==> config.mk <==
export PLATFORM = sky130hd
export DESIGN_NAME = ring_stitch_index_generator_core_flat
export DESIGN_NICKNAME = d
export VERILOG_FILES = /design/src/rtl/rsig_pkg.sv /design/src/rtl/rsig_in_if.sv /design/src/rtl/rsig_out_if.sv /design/src/rtl/rsig_mod_unit.sv /design/src/rtl/rsig_ring_ctrl.sv /design/src/rtl/ring_stitch_index_generator_core.sv /design/src/flat_wrapper.sv
export SDC_FILE = /design/constraint.sdc
export NUM_CORES = 1
export LEC_CHECK = 0
export BUFFER_PORTS_ARGS = -buffer_cell sky130_fd_sc_hd__buf_2
export CORE_MARGIN = 5
export CORE_UTILIZATION = 49
export CTS_CLUSTER_SIZE = 14
export DETAILED_ROUTE_END_ITERATION = 8
export GPL_TIMING_DRIVEN = 0
export PLACE_DENSITY = 0.64
export REMOVE_ABC_BUFFERS = 1
export SLEW_MARGIN = 20
export SYNTH_ARGS = -nofsm -noshare
export SYNTH_HDL_FRONTEND = slang
export SYNTH_SLANG_ARGS = --single-unit
==> constraint.sdc <==
create_clock -name clk_i -period 5.35 [get_ports clk_i]
set_input_delay 0.535 -clock clk_i [delete_from_list [all_inputs] [get_ports clk_i]]
set_output_delay 0.535 -clock clk_i [all_outputs]
set_load 0.005 [all_outputs]
==> src/rtl/rsig_pkg.sv <==
// Shared types and constants for the ring stitch index generator.
// No dependencies; every other file of the block refers to this package.
`default_nettype none

package rsig_pkg;

  // Field and register widths.
  localparam int SIZE_W     = 11;  // ring size, start position, segment count
  localparam int TRI_W      = 12;  // triangle counter, holds up to 4094
  localparam int BASE_W     = 16;  // ring base index
  localparam int IDX_W      = 17;  // emitted vertex index
  localparam int CFG_IDX_W  = 3;
  localparam int CFG_DATA_W = 16;
  localparam int STEP_W     = $clog2(SIZE_W);  // remainder unit step counter

  // Configuration register indexes.
  typedef enum logic [CFG_IDX_W-1:0] {
    CFG_TOP_BASE    = 3'd0,
    CFG_BOTTOM_BASE = 3'd1,
    CFG_TOP_SIZE    = 3'd2,
    CFG_BOTTOM_SIZE = 3'd3,
    CFG_CLOSED      = 3'd4,
    CFG_FILLED      = 3'd5
  } cfg_idx_e;

  // Request action codes.
  typedef enum logic {
    ACT_START = 1'b0,
    ACT_STEP  = 1'b1
  } act_e;

  // Ring codes used by the triangle tables.
  localparam logic RING_BOTTOM = 1'b0;
  localparam logic RING_TOP    = 1'b1;

  // Triangle shape per advancing side: which ring each corner comes from and
  // whether the corner uses the next position on that ring.
  // Side 0 (bottom advances): B[p], T[q], B[p+1].
  // Side 1 (top advances):    T[q+1], B[p], T[q].
  localparam logic TRI_SELECT [2][3] = '{
    '{RING_BOTTOM, RING_TOP, RING_BOTTOM},
    '{RING_TOP, RING_BOTTOM, RING_TOP}
  };
  localparam logic TRI_OFFSET [2][3] = '{
    '{1'b0, 1'b0, 1'b1},
    '{1'b1, 1'b0, 1'b0}
  };

  // Commands from the core to one ring position keeper.
  typedef struct packed {
    logic              size_wr;    // ring size register write
    logic              start;      // load a new start position
    logic              adv;        // step to the next position
    logic [SIZE_W-1:0] size;       // raw size value being written
    logic [SIZE_W-1:0] start_pos;  // raw start position
  } ring_cmd_t;

  // Status from one ring position keeper.
  typedef struct packed {
    logic              busy;  // a position reduction is pending or running
    logic [SIZE_W-1:0] eff;   // effective ring size (1 .. RING_MAX)
  } ring_stat_t;

endpackage

`default_nettype wire

==> src/rtl/rsig_in_if.sv <==
// Request channel of the ring stitch index generator: valid/ready handshake
// carrying one action with segment counts and start positions. Uses rsig_pkg.
`default_nettype none

interface rsig_in_if;
  logic                        valid;
  logic                        ready;
  logic                        action;
  logic [rsig_pkg::SIZE_W-1:0] top_count;
  logic [rsig_pkg::SIZE_W-1:0] bottom_count;
  logic [rsig_pkg::SIZE_W-1:0] top_start;
  logic [rsig_pkg::SIZE_W-1:0] bottom_start;

  modport source (
    output valid, action, top_count, bottom_count, top_start, bottom_start,
    input  ready
  );
  modport sink (
    input  valid, action, top_count, bottom_count, top_start, bottom_start,
    output ready
  );
endinterface

`default_nettype wire

==> src/rtl/rsig_out_if.sv <==
// Result channel of the ring stitch index generator: valid/ready handshake
// carrying three vertex indices and the last-triangle flag. Uses rsig_pkg.
`default_nettype none

interface rsig_out_if;
  logic                       valid;
  logic                       ready;
  logic [rsig_pkg::IDX_W-1:0] index_a;
  logic [rsig_pkg::IDX_W-1:0] index_b;
  logic [rsig_pkg::IDX_W-1:0] index_c;
  logic                       last;

  modport source (
    output valid, index_a, index_b, index_c, last,
    input  ready
  );
  modport sink (
    input  valid, index_a, index_b, index_c, last,
    output ready
  );
endinterface

`default_nettype wire

==> src/rtl/rsig_mod_unit.sv <==
// Bit-serial remainder unit: x mod d for 11-bit operands, one quotient bit
// per cycle (restoring). Depends on rsig_pkg for widths.
`default_nettype none

module rsig_mod_unit (
  input  logic                        clk_i,
  input  logic                        rst_ni,
  input  logic                        start_i,
  input  logic [rsig_pkg::SIZE_W-1:0] x_i,
  input  logic [rsig_pkg::SIZE_W-1:0] d_i,
  output logic                        busy_o,
  output logic                        done_o,
  output logic [rsig_pkg::SIZE_W-1:0] rem_o
);

  logic                        run_q;
  logic                        done_q;
  logic [rsig_pkg::STEP_W-1:0] cnt_q;
  logic [rsig_pkg::SIZE_W-1:0] x_q;
  logic [rsig_pkg::SIZE_W-1:0] d_q;
  logic [rsig_pkg::SIZE_W-1:0] r_q;

  logic [rsig_pkg::SIZE_W:0]   r_shift;
  logic [rsig_pkg::SIZE_W:0]   d_ext;
  logic [rsig_pkg::SIZE_W-1:0] r_d;

  // One restoring step: bring in the next dividend bit, subtract if it fits.
  // The partial remainder stays below d, so one subtract is enough.
  always_comb begin
    r_shift = {r_q, x_q[rsig_pkg::SIZE_W-1]};
    d_ext   = {1'b0, d_q};
    if (r_shift >= d_ext) begin
      r_d = rsig_pkg::SIZE_W'(r_shift - d_ext);
    end else begin
      r_d = rsig_pkg::SIZE_W'(r_shift);
    end
  end

  // Control: run flag, step counter and one-cycle done pulse.
  always_ff @(posedge clk_i or negedge rst_ni) begin
    if (!rst_ni) begin
      run_q  <= 1'b0;
      done_q <= 1'b0;
      cnt_q  <= '0;
    end else begin
      done_q <= 1'b0;
      if (start_i) begin
        run_q <= 1'b1;
        cnt_q <= rsig_pkg::STEP_W'(rsig_pkg::SIZE_W - 1);
      end else if (run_q) begin
        cnt_q <= cnt_q - 1'b1;
        if (cnt_q == '0) begin
          run_q  <= 1'b0;
          done_q <= 1'b1;
        end
      end
    end
  end

  // Operand and partial remainder registers.
  always_ff @(posedge clk_i) begin
    if (start_i) begin
      x_q <= x_i;
      d_q <= d_i;
      r_q <= '0;
    end else if (run_q) begin
      x_q <= x_q << 1;
      r_q <= r_d;
    end
  end

  assign busy_o = run_q;
  assign done_o = done_q;
  assign rem_o  = r_q;

endmodule

`default_nettype wire

==> src/rtl/rsig_ring_ctrl.sv <==
// Position keeper for one ring: effective size register, stored and reduced
// positions, and the remainder unit that wraps them. Uses rsig_pkg and
// rsig_mod_unit.
`default_nettype none

module rsig_ring_ctrl #(
  parameter int RING_MAX = 1024
) (
  input  logic                        clk_i,
  input  logic                        rst_ni,
  input  rsig_pkg::ring_cmd_t         cmd_i,
  output rsig_pkg::ring_stat_t        stat_o,
  output logic [$clog2(RING_MAX)-1:0] pos_o,
  output logic [$clog2(RING_MAX)-1:0] pos_nxt_o
);

  localparam int PosW = $clog2(RING_MAX);

  logic [rsig_pkg::SIZE_W-1:0] eff_q;
  logic [rsig_pkg::SIZE_W-1:0] eff_d;
  logic [PosW-1:0]             raw_q;   // position as last set by start or step
  logic [PosW-1:0]             red_q;   // raw position mod current size
  logic                        stale_q; // size changed, reduction pending
  logic                        job_start_q;

  logic                        mod_start;
  logic                        mod_busy;
  logic                        mod_done;
  logic [rsig_pkg::SIZE_W-1:0] mod_x;
  logic [rsig_pkg::SIZE_W-1:0] mod_rem;
  logic                        launch_red;
  logic [PosW:0]               pos_inc;

  // Effective size: zero counts as one, large sizes saturate.
  always_comb begin
    if (cmd_i.size == '0) begin
      eff_d = rsig_pkg::SIZE_W'(1);
    end else if (32'(cmd_i.size) > RING_MAX) begin
      eff_d = rsig_pkg::SIZE_W'(RING_MAX);
    end else begin
      eff_d = cmd_i.size;
    end
  end

  // A start takes the unit at once; a pending reduction waits for it idle.
  assign launch_red = stale_q && !mod_busy && !mod_done && !cmd_i.start;
  assign mod_start  = cmd_i.start || launch_red;
  assign mod_x      = cmd_i.start ? cmd_i.start_pos : rsig_pkg::SIZE_W'(raw_q);

  rsig_mod_unit u_mod (
    .clk_i   (clk_i),
    .rst_ni  (rst_ni),
    .start_i (mod_start),
    .x_i     (mod_x),
    .d_i     (eff_q),
    .busy_o  (mod_busy),
    .done_o  (mod_done),
    .rem_o   (mod_rem)
  );

  // Next position with wrap at the ring size.
  always_comb begin
    pos_inc = {1'b0, red_q} + 1'b1;
    if (32'(pos_inc) == 32'(eff_q)) begin
      pos_nxt_o = '0;
    end else begin
      pos_nxt_o = PosW'(pos_inc);
    end
  end

  // Size, positions and reduction bookkeeping.
  always_ff @(posedge clk_i or negedge rst_ni) begin
    if (!rst_ni) begin
      eff_q       <= rsig_pkg::SIZE_W'(1);
      raw_q       <= '0;
      red_q       <= '0;
      stale_q     <= 1'b0;
      job_start_q <= 1'b0;
    end else begin
      if (cmd_i.size_wr) begin
        eff_q <= eff_d;
      end
      if (cmd_i.size_wr) begin
        stale_q <= 1'b1;
      end else if (launch_red) begin
        stale_q <= 1'b0;
      end
      if (mod_start) begin
        job_start_q <= cmd_i.start;
      end
      if (cmd_i.adv) begin
        raw_q <= pos_nxt_o;
        red_q <= pos_nxt_o;
      end else if (mod_done) begin
        red_q <= PosW'(mod_rem);
        if (job_start_q) begin
          raw_q <= PosW'(mod_rem);
        end
      end
    end
  end

  assign pos_o       = red_q;
  assign stat_o.busy = mod_busy || mod_done || stale_q;
  assign stat_o.eff  = eff_q;

endmodule

`default_nettype wire

==> src/rtl/ring_stitch_index_generator_core.sv <==
// Ring stitch index generator: emits triangle vertex indices that stitch a
// top and a bottom vertex ring. Uses rsig_pkg, rsig_in_if, rsig_out_if and
// rsig_ring_ctrl.
//
// Usage: write the six configuration registers through cfg_we_i/cfg_idx_i/
// cfg_wdata_i while the block is idle. Then send a start request (action 0)
// with the segment counts and start positions, followed by step requests
// (action 1). Each step with a triangle left gives one result on out_o; the
// final triangle of the segment carries last. Steps beyond that are dropped.
// A request is registered on entry and its result on exit. Steps sustain
// one request per cycle while the receiver takes results and no ring
// position is being reduced. A start request wraps both start positions in
// a bit-serial remainder unit per ring, which holds the next request until
// both are done; a ring size write triggers the same reduction of the
// stored position, during which requests wait.
// Reset clears flags, counters and positions; registers return to base 0,
// ring sizes 1, closed strip, not filled. No clearing pass is needed.
// When the receiver stalls, the result register holds and one more request
// waits in the input register; ready drops when both are full or while a
// request waits for a ring position to be reduced.
`default_nettype none

module ring_stitch_index_generator_core #(
  parameter int RING_MAX = 1024
) (
  input  logic                            clk_i,
  input  logic                            rst_ni,
  input  logic                            cfg_we_i,
  input  logic [rsig_pkg::CFG_IDX_W-1:0]  cfg_idx_i,
  input  logic [rsig_pkg::CFG_DATA_W-1:0] cfg_wdata_i,
  rsig_in_if.sink                         in_i,
  rsig_out_if.source                      out_o
);

  localparam int PosW = $clog2(RING_MAX);

  // Configuration registers held here (sizes live in the ring keepers).
  logic [rsig_pkg::BASE_W-1:0] top_base_q;
  logic [rsig_pkg::BASE_W-1:0] bot_base_q;
  logic                        closed_q;
  logic                        filled_q;

  // Input register.
  logic                        s1_valid_q;
  logic                        s1_act_q;
  logic [rsig_pkg::SIZE_W-1:0] s1_tc_q;
  logic [rsig_pkg::SIZE_W-1:0] s1_bc_q;
  logic [rsig_pkg::SIZE_W-1:0] s1_ts_q;
  logic [rsig_pkg::SIZE_W-1:0] s1_bs_q;

  // Segment state.
  logic [rsig_pkg::TRI_W-1:0]  tri_left_q;
  logic                        side_q;
  logic                        heavy_q;
  logic [rsig_pkg::SIZE_W-1:0] num_b_q;
  logic [rsig_pkg::SIZE_W-1:0] num_t_q;
  logic [rsig_pkg::SIZE_W-1:0] seg_tc_q;
  logic [rsig_pkg::SIZE_W-1:0] seg_bc_q;

  // Result register.
  logic                        out_valid_q;
  logic [rsig_pkg::IDX_W-1:0]  out_a_q;
  logic [rsig_pkg::IDX_W-1:0]  out_b_q;
  logic [rsig_pkg::IDX_W-1:0]  out_c_q;
  logic                        out_last_q;

  rsig_pkg::ring_cmd_t         top_cmd;
  rsig_pkg::ring_cmd_t         bot_cmd;
  rsig_pkg::ring_stat_t        top_stat;
  rsig_pkg::ring_stat_t        bot_stat;
  logic [PosW-1:0]             top_pos;
  logic [PosW-1:0]             top_nxt;
  logic [PosW-1:0]             bot_pos;
  logic [PosW-1:0]             bot_nxt;

  logic                        s1_adv;
  logic                        in_fire;
  logic                        is_start;
  logic                        is_step;
  logic                        emit;

  logic [rsig_pkg::IDX_W-1:0]  vidx [3];
  logic [rsig_pkg::TRI_W-1:0]  tri_total;
  logic [rsig_pkg::TRI_W-1:0]  tri_less;
  logic [rsig_pkg::TRI_W-1:0]  tri_init;
  logic [rsig_pkg::SIZE_W-1:0] frac_inc;
  logic [rsig_pkg::SIZE_W-1:0] frac_den;
  logic [rsig_pkg::SIZE_W-1:0] frac_num;
  logic [rsig_pkg::SIZE_W:0]   frac_sum;
  logic [rsig_pkg::SIZE_W-1:0] frac_new;
  logic                        frac_wrap;

  // Handshake: the input register moves on when both rings are settled and
  // the result register is free or being emptied.
  assign s1_adv     = s1_valid_q && !top_stat.busy && !bot_stat.busy &&
                      (!out_valid_q || out_o.ready);
  assign in_i.ready = !s1_valid_q || s1_adv;
  assign in_fire    = in_i.valid && in_i.ready;
  assign is_start   = s1_adv && (s1_act_q == rsig_pkg::ACT_START);
  assign is_step    = s1_adv && (s1_act_q == rsig_pkg::ACT_STEP);
  assign emit       = is_step && (tri_left_q != '0);

  // Ring position keepers.
  always_comb begin
    top_cmd.size_wr   = cfg_we_i && (cfg_idx_i == rsig_pkg::CFG_TOP_SIZE);
    top_cmd.start     = is_start;
    top_cmd.adv       = emit && (side_q == rsig_pkg::RING_TOP);
    top_cmd.size      = rsig_pkg::SIZE_W'(cfg_wdata_i);
    top_cmd.start_pos = s1_ts_q;
    bot_cmd.size_wr   = cfg_we_i && (cfg_idx_i == rsig_pkg::CFG_BOTTOM_SIZE);
    bot_cmd.start     = is_start;
    bot_cmd.adv       = emit && (side_q == rsig_pkg::RING_BOTTOM);
    bot_cmd.size      = rsig_pkg::SIZE_W'(cfg_wdata_i);
    bot_cmd.start_pos = s1_bs_q;
  end

  rsig_ring_ctrl #(.RING_MAX(RING_MAX)) u_top_ring (
    .clk_i     (clk_i),
    .rst_ni    (rst_ni),
    .cmd_i     (top_cmd),
    .stat_o    (top_stat),
    .pos_o     (top_pos),
    .pos_nxt_o (top_nxt)
  );

  rsig_ring_ctrl #(.RING_MAX(RING_MAX)) u_bot_ring (
    .clk_i     (clk_i),
    .rst_ni    (rst_ni),
    .cmd_i     (bot_cmd),
    .stat_o    (bot_stat),
    .pos_o     (bot_pos),
    .pos_nxt_o (bot_nxt)
  );

  // Triangle corners: ring base plus current or next wrapped position.
  always_comb begin
    for (int j = 0; j < 3; j++) begin
      if (rsig_pkg::TRI_SELECT[side_q][j] == rsig_pkg::RING_TOP) begin
        vidx[j] = rsig_pkg::IDX_W'(top_base_q) + rsig_pkg::IDX_W'(
                  rsig_pkg::TRI_OFFSET[side_q][j] ? top_nxt : top_pos);
      end else begin
        vidx[j] = rsig_pkg::IDX_W'(bot_base_q) + rsig_pkg::IDX_W'(
                  rsig_pkg::TRI_OFFSET[side_q][j] ? bot_nxt : bot_pos);
      end
    end
  end

  // Triangle count for a new segment, floored at zero.
  always_comb begin
    tri_total = rsig_pkg::TRI_W'(s1_tc_q) + rsig_pkg::TRI_W'(s1_bc_q);
    if (!closed_q) begin
      tri_less = rsig_pkg::TRI_W'(2);
    end else if (filled_q) begin
      tri_less = rsig_pkg::TRI_W'(1);
    end else begin
      tri_less = '0;
    end
    tri_init = (tri_total > tri_less) ? (tri_total - tri_less) : '0;
  end

  // Fractional stepper: the heavier ring's count sets the denominator. The
  // numerator stays below the denominator, so one subtract wraps it.
  always_comb begin
    if (side_q == rsig_pkg::RING_BOTTOM) begin
      frac_inc = heavy_q ? seg_tc_q : rsig_pkg::SIZE_W'(1);
      frac_den = heavy_q ? seg_bc_q : rsig_pkg::SIZE_W'(1);
      frac_num = num_b_q;
    end else begin
      frac_inc = heavy_q ? rsig_pkg::SIZE_W'(1) : seg_bc_q;
      frac_den = heavy_q ? rsig_pkg::SIZE_W'(1) : seg_tc_q;
      frac_num = num_t_q;
    end
    if (frac_den == '0) begin
      frac_den = rsig_pkg::SIZE_W'(1);
    end
    frac_sum  = {1'b0, frac_num} + {1'b0, frac_inc};
    frac_wrap = frac_sum >= {1'b0, frac_den};
    frac_new  = frac_wrap ? rsig_pkg::SIZE_W'(frac_sum - {1'b0, frac_den})
                          : rsig_pkg::SIZE_W'(frac_sum);
  end

  // Configuration registers.
  always_ff @(posedge clk_i or negedge rst_ni) begin
    if (!rst_ni) begin
      top_base_q <= '0;
      bot_base_q <= '0;
      closed_q   <= 1'b1;
      filled_q   <= 1'b0;
    end else if (cfg_we_i) begin
      case (rsig_pkg::cfg_idx_e'(cfg_idx_i))
        rsig_pkg::CFG_TOP_BASE:    top_base_q <= cfg_wdata_i;
        rsig_pkg::CFG_BOTTOM_BASE: bot_base_q <= cfg_wdata_i;
        rsig_pkg::CFG_CLOSED:      closed_q   <= cfg_wdata_i[0];
        rsig_pkg::CFG_FILLED:      filled_q   <= cfg_wdata_i[0];
        default: ;
      endcase
    end
  end

  // Input register valid and segment state.
  always_ff @(posedge clk_i or negedge rst_ni) begin
    if (!rst_ni) begin
      s1_valid_q <= 1'b0;
      tri_left_q <= '0;
      side_q     <= rsig_pkg::RING_BOTTOM;
      heavy_q    <= 1'b0;
      num_b_q    <= '0;
      num_t_q    <= '0;
      seg_tc_q   <= '0;
      seg_bc_q   <= '0;
    end else begin
      if (in_fire) begin
        s1_valid_q <= 1'b1;
      end else if (s1_adv) begin
        s1_valid_q <= 1'b0;
      end
      if (is_start) begin
        tri_left_q <= tri_init;
        seg_tc_q   <= s1_tc_q;
        seg_bc_q   <= s1_bc_q;
        heavy_q    <= s1_bc_q > s1_tc_q;
        side_q     <= !(s1_bc_q > s1_tc_q);
        num_b_q    <= '0;
        num_t_q    <= '0;
      end else if (emit) begin
        tri_left_q <= tri_left_q - 1'b1;
        if (frac_wrap) begin
          side_q <= !side_q;
        end
        if (side_q == rsig_pkg::RING_BOTTOM) begin
          num_b_q <= frac_new;
        end else begin
          num_t_q <= frac_new;
        end
      end
    end
  end

  // Input register payload.
  always_ff @(posedge clk_i) begin
    if (in_fire) begin
      s1_act_q <= in_i.action;
      s1_tc_q  <= in_i.top_count;
      s1_bc_q  <= in_i.bottom_count;
      s1_ts_q  <= in_i.top_start;
      s1_bs_q  <= in_i.bottom_start;
    end
  end

  // Result register valid.
  always_ff @(posedge clk_i or negedge rst_ni) begin
    if (!rst_ni) begin
      out_valid_q <= 1'b0;
    end else if (emit) begin
      out_valid_q <= 1'b1;
    end else if (out_o.ready) begin
      out_valid_q <= 1'b0;
    end
  end

  // Result register payload.
  always_ff @(posedge clk_i) begin
    if (emit) begin
      out_a_q    <= vidx[0];
      out_b_q    <= vidx[1];
      out_c_q    <= vidx[2];
      out_last_q <= (tri_left_q == rsig_pkg::TRI_W'(1));
    end
  end

  assign out_o.valid   = out_valid_q;
  assign out_o.index_a = out_a_q;
  assign out_o.index_b = out_b_q;
  assign out_o.index_c = out_c_q;
  assign out_o.last    = out_last_q;

  // A settled ring always holds a wrapped position.
  a_top_pos_wrapped: assert property (@(posedge clk_i) disable iff (!rst_ni)
    !top_stat.busy |-> (32'(top_pos) < 32'(top_stat.eff)))
    else $error("top ring position not below its ring size");

  a_bot_pos_wrapped: assert property (@(posedge clk_i) disable iff (!rst_ni)
    !bot_stat.busy |-> (32'(bot_pos) < 32'(bot_stat.eff)))
    else $error("bottom ring position not below its ring size");

  // The last flag is set exactly when the segment runs out of triangles.
  a_last_matches_count: assert property (@(posedge clk_i) disable iff (!rst_ni)
    emit |=> out_valid_q && (out_last_q == (tri_left_q == '0)))
    else $error("last flag disagrees with the triangle counter");

endmodule

`default_nettype wire

==> src/flat_wrapper.sv <==
// flat-port wrapper written by rule: the top's interface ports become plain ports
module ring_stitch_index_generator_core_flat 
#(
  parameter int RING_MAX = 1024
)
  (clk_i, rst_ni, cfg_we_i, cfg_idx_i, cfg_wdata_i, in_i_valid, in_i_action, in_i_top_count, in_i_bottom_count, in_i_top_start, in_i_bottom_start, in_i_ready, out_o_valid, out_o_index_a, out_o_index_b, out_o_index_c, out_o_last, out_o_ready);
  rsig_in_if in_i_i ();
  rsig_out_if out_o_i ();
  input  logic clk_i;
  input  logic rst_ni;
  input  logic cfg_we_i;
  input  logic [rsig_pkg::CFG_IDX_W-1:0] cfg_idx_i;
  input  logic [rsig_pkg::CFG_DATA_W-1:0] cfg_wdata_i;
  input wire logic [$bits(in_i_i.valid)-1:0] in_i_valid;
  input wire logic [$bits(in_i_i.action)-1:0] in_i_action;
  input wire logic [$bits(in_i_i.top_count)-1:0] in_i_top_count;
  input wire logic [$bits(in_i_i.bottom_count)-1:0] in_i_bottom_count;
  input wire logic [$bits(in_i_i.top_start)-1:0] in_i_top_start;
  input wire logic [$bits(in_i_i.bottom_start)-1:0] in_i_bottom_start;
  output wire logic [$bits(in_i_i.ready)-1:0] in_i_ready;
  output wire logic [$bits(out_o_i.valid)-1:0] out_o_valid;
  output wire logic [$bits(out_o_i.index_a)-1:0] out_o_index_a;
  output wire logic [$bits(out_o_i.index_b)-1:0] out_o_index_b;
  output wire logic [$bits(out_o_i.index_c)-1:0] out_o_index_c;
  output wire logic [$bits(out_o_i.last)-1:0] out_o_last;
  input wire logic [$bits(out_o_i.ready)-1:0] out_o_ready;
  assign in_i_i.valid = in_i_valid;
  assign in_i_i.action = in_i_action;
  assign in_i_i.top_count = in_i_top_count;
  assign in_i_i.bottom_count = in_i_bottom_count;
  assign in_i_i.top_start = in_i_top_start;
  assign in_i_i.bottom_start = in_i_bottom_start;
  assign in_i_ready = in_i_i.ready;
  assign out_o_valid = out_o_i.valid;
  assign out_o_index_a = out_o_i.index_a;
  assign out_o_index_b = out_o_i.index_b;
  assign out_o_index_c = out_o_i.index_c;
  assign out_o_last = out_o_i.last;
  assign out_o_i.ready = out_o_ready;
  ring_stitch_index_generator_core #(.RING_MAX(RING_MAX)) u_core (.clk_i(clk_i), .rst_ni(rst_ni), .cfg_we_i(cfg_we_i), .cfg_idx_i(cfg_idx_i), .cfg_wdata_i(cfg_wdata_i), .in_i(in_i_i), .out_o(out_o_i));
endmodule
==> load_flow_metrics.sql <==
INSERT INTO impl_metrics (metric_group, metric, value, unit) VALUES
('outcome', 'status', 'completed', ''),
('worst_setup_path', 'type_of_element_capturing_the_critical_path', 'flip-flop', ''),
('routing', 'drt_pre_antenna_iters', '5', ''),
('routing', 'routed_via_density', '5.79', ''),
('pwr', 'total_power_per_unit_cell_area', '675', 'nW/µm²'),
('floorplanning', 'ioPinCount', '123', ''),
('flow_run', 'cap_viol_max_count', '0', ''),
('cts', 'numCtsBuffers', '39', ''),
('logic_synthesis', 'synthFlopType', 'sky130_fd_sc_hd__dfrtp_1', ''),
('routing', 'finalWirelength', '55.6', 'mm'),
('worst_setup_path', 'crit_path_max_fanout', '11', ''),
('placed_design', 'place_inst', '2784', ''),
('cells_and_area', 'fraction_of_final_layout_cells_with_drive_strength_greater_than_1', '14.8', '%'),
('worst_setup_path', 'start_kind', 'flip-flop', ''),
('pwr', 'power_leakage', '10.4', 'nW'),
('logic_synthesis', 'avgSynthCellArea', '9.77', 'µm²'),
('floorplanning', 'std_cell_rows', '76', ''),
('cells_and_area', 'layoutNonFillerInstCount', '2870', ''),
('timing', 'timing.final.hold_violations', '0', ''),
('floorplanning', 'dieWidth', '218', 'µm'),
('routing', 'ant_nets', '0', ''),
('floorplanning', 'core-area', '42900', 'µm²'),
('cts', 'cts_max_level', '2', ''),
('cts', 'cts_tree', 'built', ''),
('cts', 'cts.clk_slew.worst_paths', '0.06', 'ns'),
('floorplanning', 'start_util', '49.3', '%'),
('global_routing', 'overflow', '0', ''),
('cts', 'root_buffer', 'sky130_fd_sc_hd__clkbuf_16', ''),
('cells_and_area', 'most-common-layout-cells', 'sky130_fd_sc_hd__nand2_1 (271), sky130_fd_sc_hd__dfrtp_1 (165), sky130_fd_sc_hd__o21ai_0 (160), sky130_fd_sc_hd__edfxtp_1 (141), sky130_fd_sc_hd__ha_1 (139)', ''),
('cells_and_area', 'final_nets', '2473', ''),
('global_routing', 'track_usage', '23.1', '%'),
('pwr', 'vdd_ir_drop_max', '0.500', 'mV'),
('global_routing', 'wire_length_of_the_first_global_routing_pass', '88.0', 'mm'),
('cells_and_area', 'final_common_cell', 'sky130_fd_sc_hd__nand2_1', ''),
('cts', 'clock_tree.buffer_depth', '3', ''),
('hold_path', 'class_of_the_tightest_hold_or_removal_check', 'primary input to flip-flop', ''),
('timing', 'slew-limit-headroom', '37.4', '%'),
('routing', 'drc', '0', ''),
('routing', 'post_drt_wl_per_cell', '19.4', 'µm'),
('cts', 'clock_latency', '0.57', 'ns'),
('logic_synthesis', 'yosysUniqueCellTypes', '91', ''),
('timing', 'period_needed', '5.14', 'ns'),
('global_routing', 'antenna_violations_before_repair', '1', ''),
('worst_setup_path', 'crit_path_start', 'u_core.u_bot_ring.pos_o[1]', ''),
('timing', 'timing_worst_slew_pin_value', '0.940', 'ns'),
('logic_synthesis', 'post_synthesis_instance_area', '21100', 'µm²'),
('logic_synthesis', 'synth.largest_area_cell', 'sky130_fd_sc_hd__edfxtp_1', ''),
('timing', 'setup_viol_count_final', '0', ''),
('placed_design', 'detailedPlacementHpwl', '41.0', 'mm'),
('timing', 'final.setup.tns', '0', 'ns'),
('global_routing', 'first_global_vias', '16200', ''),
('worst_setup_path', 'critical_path_required', '5.66', 'ns'),
('cells_and_area', 'areaGrowthSynthToFinish', '12.8', '%'),
('logic_synthesis', 'yosys_warnings', '0', ''),
('logic_synthesis', 'synth_top_cells_by_area', 'sky130_fd_sc_hd__edfxtp_1 (20%), sky130_fd_sc_hd__dfrtp_1 (20%), sky130_fd_sc_hd__ha_1 (8.3%)', ''),
('logic_synthesis', 'postSynthCellCount', '2164', ''),
('routing', 'vias', '16600', ''),
('cts', 'clock_sinks', '335', ''),
('logic_synthesis', 'synth-seq-area-share', '42.5', '%'),
('timing', 'grt_setup_unrepaired', 'no', ''),
('logic_synthesis', 'ys_seq_elements', '335', ''),
('timing', 'final_max_slew_viol_count', '0', ''),
('worst_setup_path', 'worstSetupPathType', 'flip-flop to flip-flop', ''),
('floorplanning', 'floorplan.die.height', '218', 'µm'),
('worst_setup_path', 'crit_arrival', '5.45', 'ns'),
('routing', 'iter_0_drt_violations', '1403', ''),
('logic_synthesis', 'postSynth.asyncResetShare', '51.3', '%'),
('logic_synthesis', 'synthDominantCellAreaShare', '20.0', '%'),
('placed_design', 'gpl.final_weighted_congestion', '0.905', ''),
('floorplanning', 'die_area', '47400', 'µm²'),
('placed_design', 'port-buffer-count', '122', ''),
('timing', 'max_clock_freq', '0.194', 'GHz'),
('timing', 'fin_crit_sh', '96.2', '%'),
('worst_setup_path', 'worstReg2RegStart', 'u_core.u_bot_ring.pos_o[1]', ''),
('logic_synthesis', 'synth-edff-count', '141', ''),
('global_routing', 'grt_start_max_net_pins', '97', ''),
('timing', 'worst_clock_skew', '0.0185', 'ns'),
('hold_path', 'hold_path_startpoint', 'in_i_bottom_start[1]', '');
-- layout make-up --
type / instances / area, µm²
clock buffer: 48 / 1030
clock inverter: 24 / 215
sequential: 335 / 8990
multi-input combinational: 1637 / 11500
tap: 585 / 732
fill: 3740 / 19000
timing repair buffer: 146 / 973
antenna: 2 / 5.00
inverter: 93 / 354
-- final timing paths --
kind	end	slack [ns]	cells past startpoint
min in group asynchronous	u_core.u_bot_ring.raw_q[3]	0.56	2
hold reg to reg	u_core.u_bot_ring.job_start_q	0.48	2
max in group asynchronous	u_core.side_q	3.83	3
hold / removal	u_core.s1_bs_q[1]	0.14	1
setup reg to reg	u_core.out_o.index_c[12]	0.21	18
setup / recovery	u_core.out_o.index_c[12]	0.21	18
-- layer usage --
metal  wire (µm)  GRT usage [%]  part of all wire [%]  vias to the layer above
met3        3000           3.51                   5.4                       96
met5           0              0                     0                        -
li1            -              -                     -                     8010
met1       24100           30.8                    43                     8059
met2       26800           38.9                    48                      460
met4        1650           7.50                   3.0                        0
-- cells in the mapped netlist, types with 9 or more instances --
cell                       instances
sky130_fd_sc_hd__clkbuf_1         73
sky130_fd_sc_hd__a22oi_1          38
sky130_fd_sc_hd__nor2_1          121
sky130_fd_sc_hd__nor3_1           38
sky130_fd_sc_hd__o21ai_1          12
sky130_fd_sc_hd__fa_1             12
sky130_fd_sc_hd__nand2_1         271
sky130_fd_sc_hd__nor4_1           11
sky130_fd_sc_hd__a21o_1           35
sky130_fd_sc_hd__inv_1            91
sky130_fd_sc_hd__ha_1            140
sky130_fd_sc_hd__a22o_1           12
sky130_fd_sc_hd__xor2_1           61
sky130_fd_sc_hd__mux2_2           68
sky130_fd_sc_hd__a211oi_1          9
sky130_fd_sc_hd__nand2b_1         33
sky130_fd_sc_hd__or3_1            15
sky130_fd_sc_hd__o22ai_1          13
sky130_fd_sc_hd__and2_1           12
sky130_fd_sc_hd__dfxtp_1          22
sky130_fd_sc_hd__nand3_1          47
sky130_fd_sc_hd__nand4_1          18
sky130_fd_sc_hd__xnor2_1          94
sky130_fd_sc_hd__o21bai_1         17
sky130_fd_sc_hd__mux2i_1          55
sky130_fd_sc_hd__a21oi_1         125
sky130_fd_sc_hd__o21ai_0         162
sky130_fd_sc_hd__and3_1           15
sky130_fd_sc_hd__dfrtp_1         169
sky130_fd_sc_hd__edfxtp_1        141
sky130_fd_sc_hd__o211ai_1         19
sky130_fd_sc_hd__a31oi_1          15
sky130_fd_sc_hd__nor2b_1          31
sky130_fd_sc_hd__buf_2            10
sky130_fd_sc_hd__o31ai_1          25
-- critical path, stage by stage (launching register included) --
cell and delay, ns:
sky130_fd_sc_hd__dfrtp_2 0.45, sky130_fd_sc_hd__ha_2 0.30, sky130_fd_sc_hd__nand4_2 0.20, sky130_fd_sc_hd__or4b_1 0.57
sky130_fd_sc_hd__o211ai_2 0.10, sky130_fd_sc_hd__o211ai_2 0.14, sky130_fd_sc_hd__a211o_2 0.46, sky130_fd_sc_hd__nand2_2 0.19
sky130_fd_sc_hd__o21ai_0 0.09, sky130_fd_sc_hd__ha_1 0.22, sky130_fd_sc_hd__fa_1 0.42, sky130_fd_sc_hd__a21o_1 0.17
sky130_fd_sc_hd__a21oi_1 0.24, sky130_fd_sc_hd__o21bai_1 0.12, sky130_fd_sc_hd__a2111o_1 0.47, sky130_fd_sc_hd__a41oi_2 0.38
sky130_fd_sc_hd__nor2_1 0.11, sky130_fd_sc_hd__xnor2_1 0.16, sky130_fd_sc_hd__mux2i_1 0.10
-- cells by family (layout without fill, tap and decap cells) --
kind of cell | count (synthesis) | in the layout | synth area share [%]
AO/OA/AOI/OAI | 548 | 548 | 16.4
XOR/XNOR | 162 | 162 | 7.15
adder cells (fa/ha/maj) | 152 | 152 | 9.43
buffers and inverters | 193 | 311 | 3.64
flip-flops | 335 | 335 | 42.5
multiplexers | 123 | 123 | 6.23
other | 0 | 2 | 0
AND/OR/NAND/NOR | 651 | 652 | 14.6
-- sequential cells by signal, indices dropped and copies added (netlist names), 12 cells and up --
name and count:
u_core.top_base_q 16, u_core.tri_left_q 12, u_core.bot_base_q 16, u_core.out_o.index_c 17
u_core.out_o.index_a 17, u_core.out_o.index_b 17
-- power breakdown --
| group | leakage, nW | switching, mW | internal, mW | total (mW) |
|---|---|---|---|---|
| sequential | 3.64 | 0.911 | 3.62 | 4.53 |
| clock | 0.610 | 1.10 | 1.53 | 2.62 |
| combinational | 6.15 | 5.02 | 3.92 | 8.94 |
| total | 10.4 | 7.03 | 9.06 | 16.1 |
-- per-stage QoR --
step           instance area (µm²)  power, mW  hold WS, ns  setup WS, ns  utilization, %
6_report                     23800       16.1        0.143         0.205            55.6
5_1_grt                      23800       17.3        0.125       0.00487            55.6
4_1_cts                      23700       15.9        0.113        0.0217            55.3
3_5_place_dp                 22400       13.0        0.465        -0.997            52.2
3_3_place_gp                 22100       12.8        0.463         -5.90            51.4
2_1_floorplan                20700       10.8        0.239         -3.04               -
-- repair_timing --
| action | in CTS | in global routing |
|---|---|---|
| setup buffers | 3 | 7 |
| pin swaps | 2 | 3 |
| cloned | 0 | 1 |
| resized for setup | 10 | 14 |
| endpoints found under the hold margin | 69 | 0 |
| setup endpoints to repair | 35 | 36 |
| hold buffers | 1 | 0 |
Note: power is estimated with default switching activity, not from simulation.
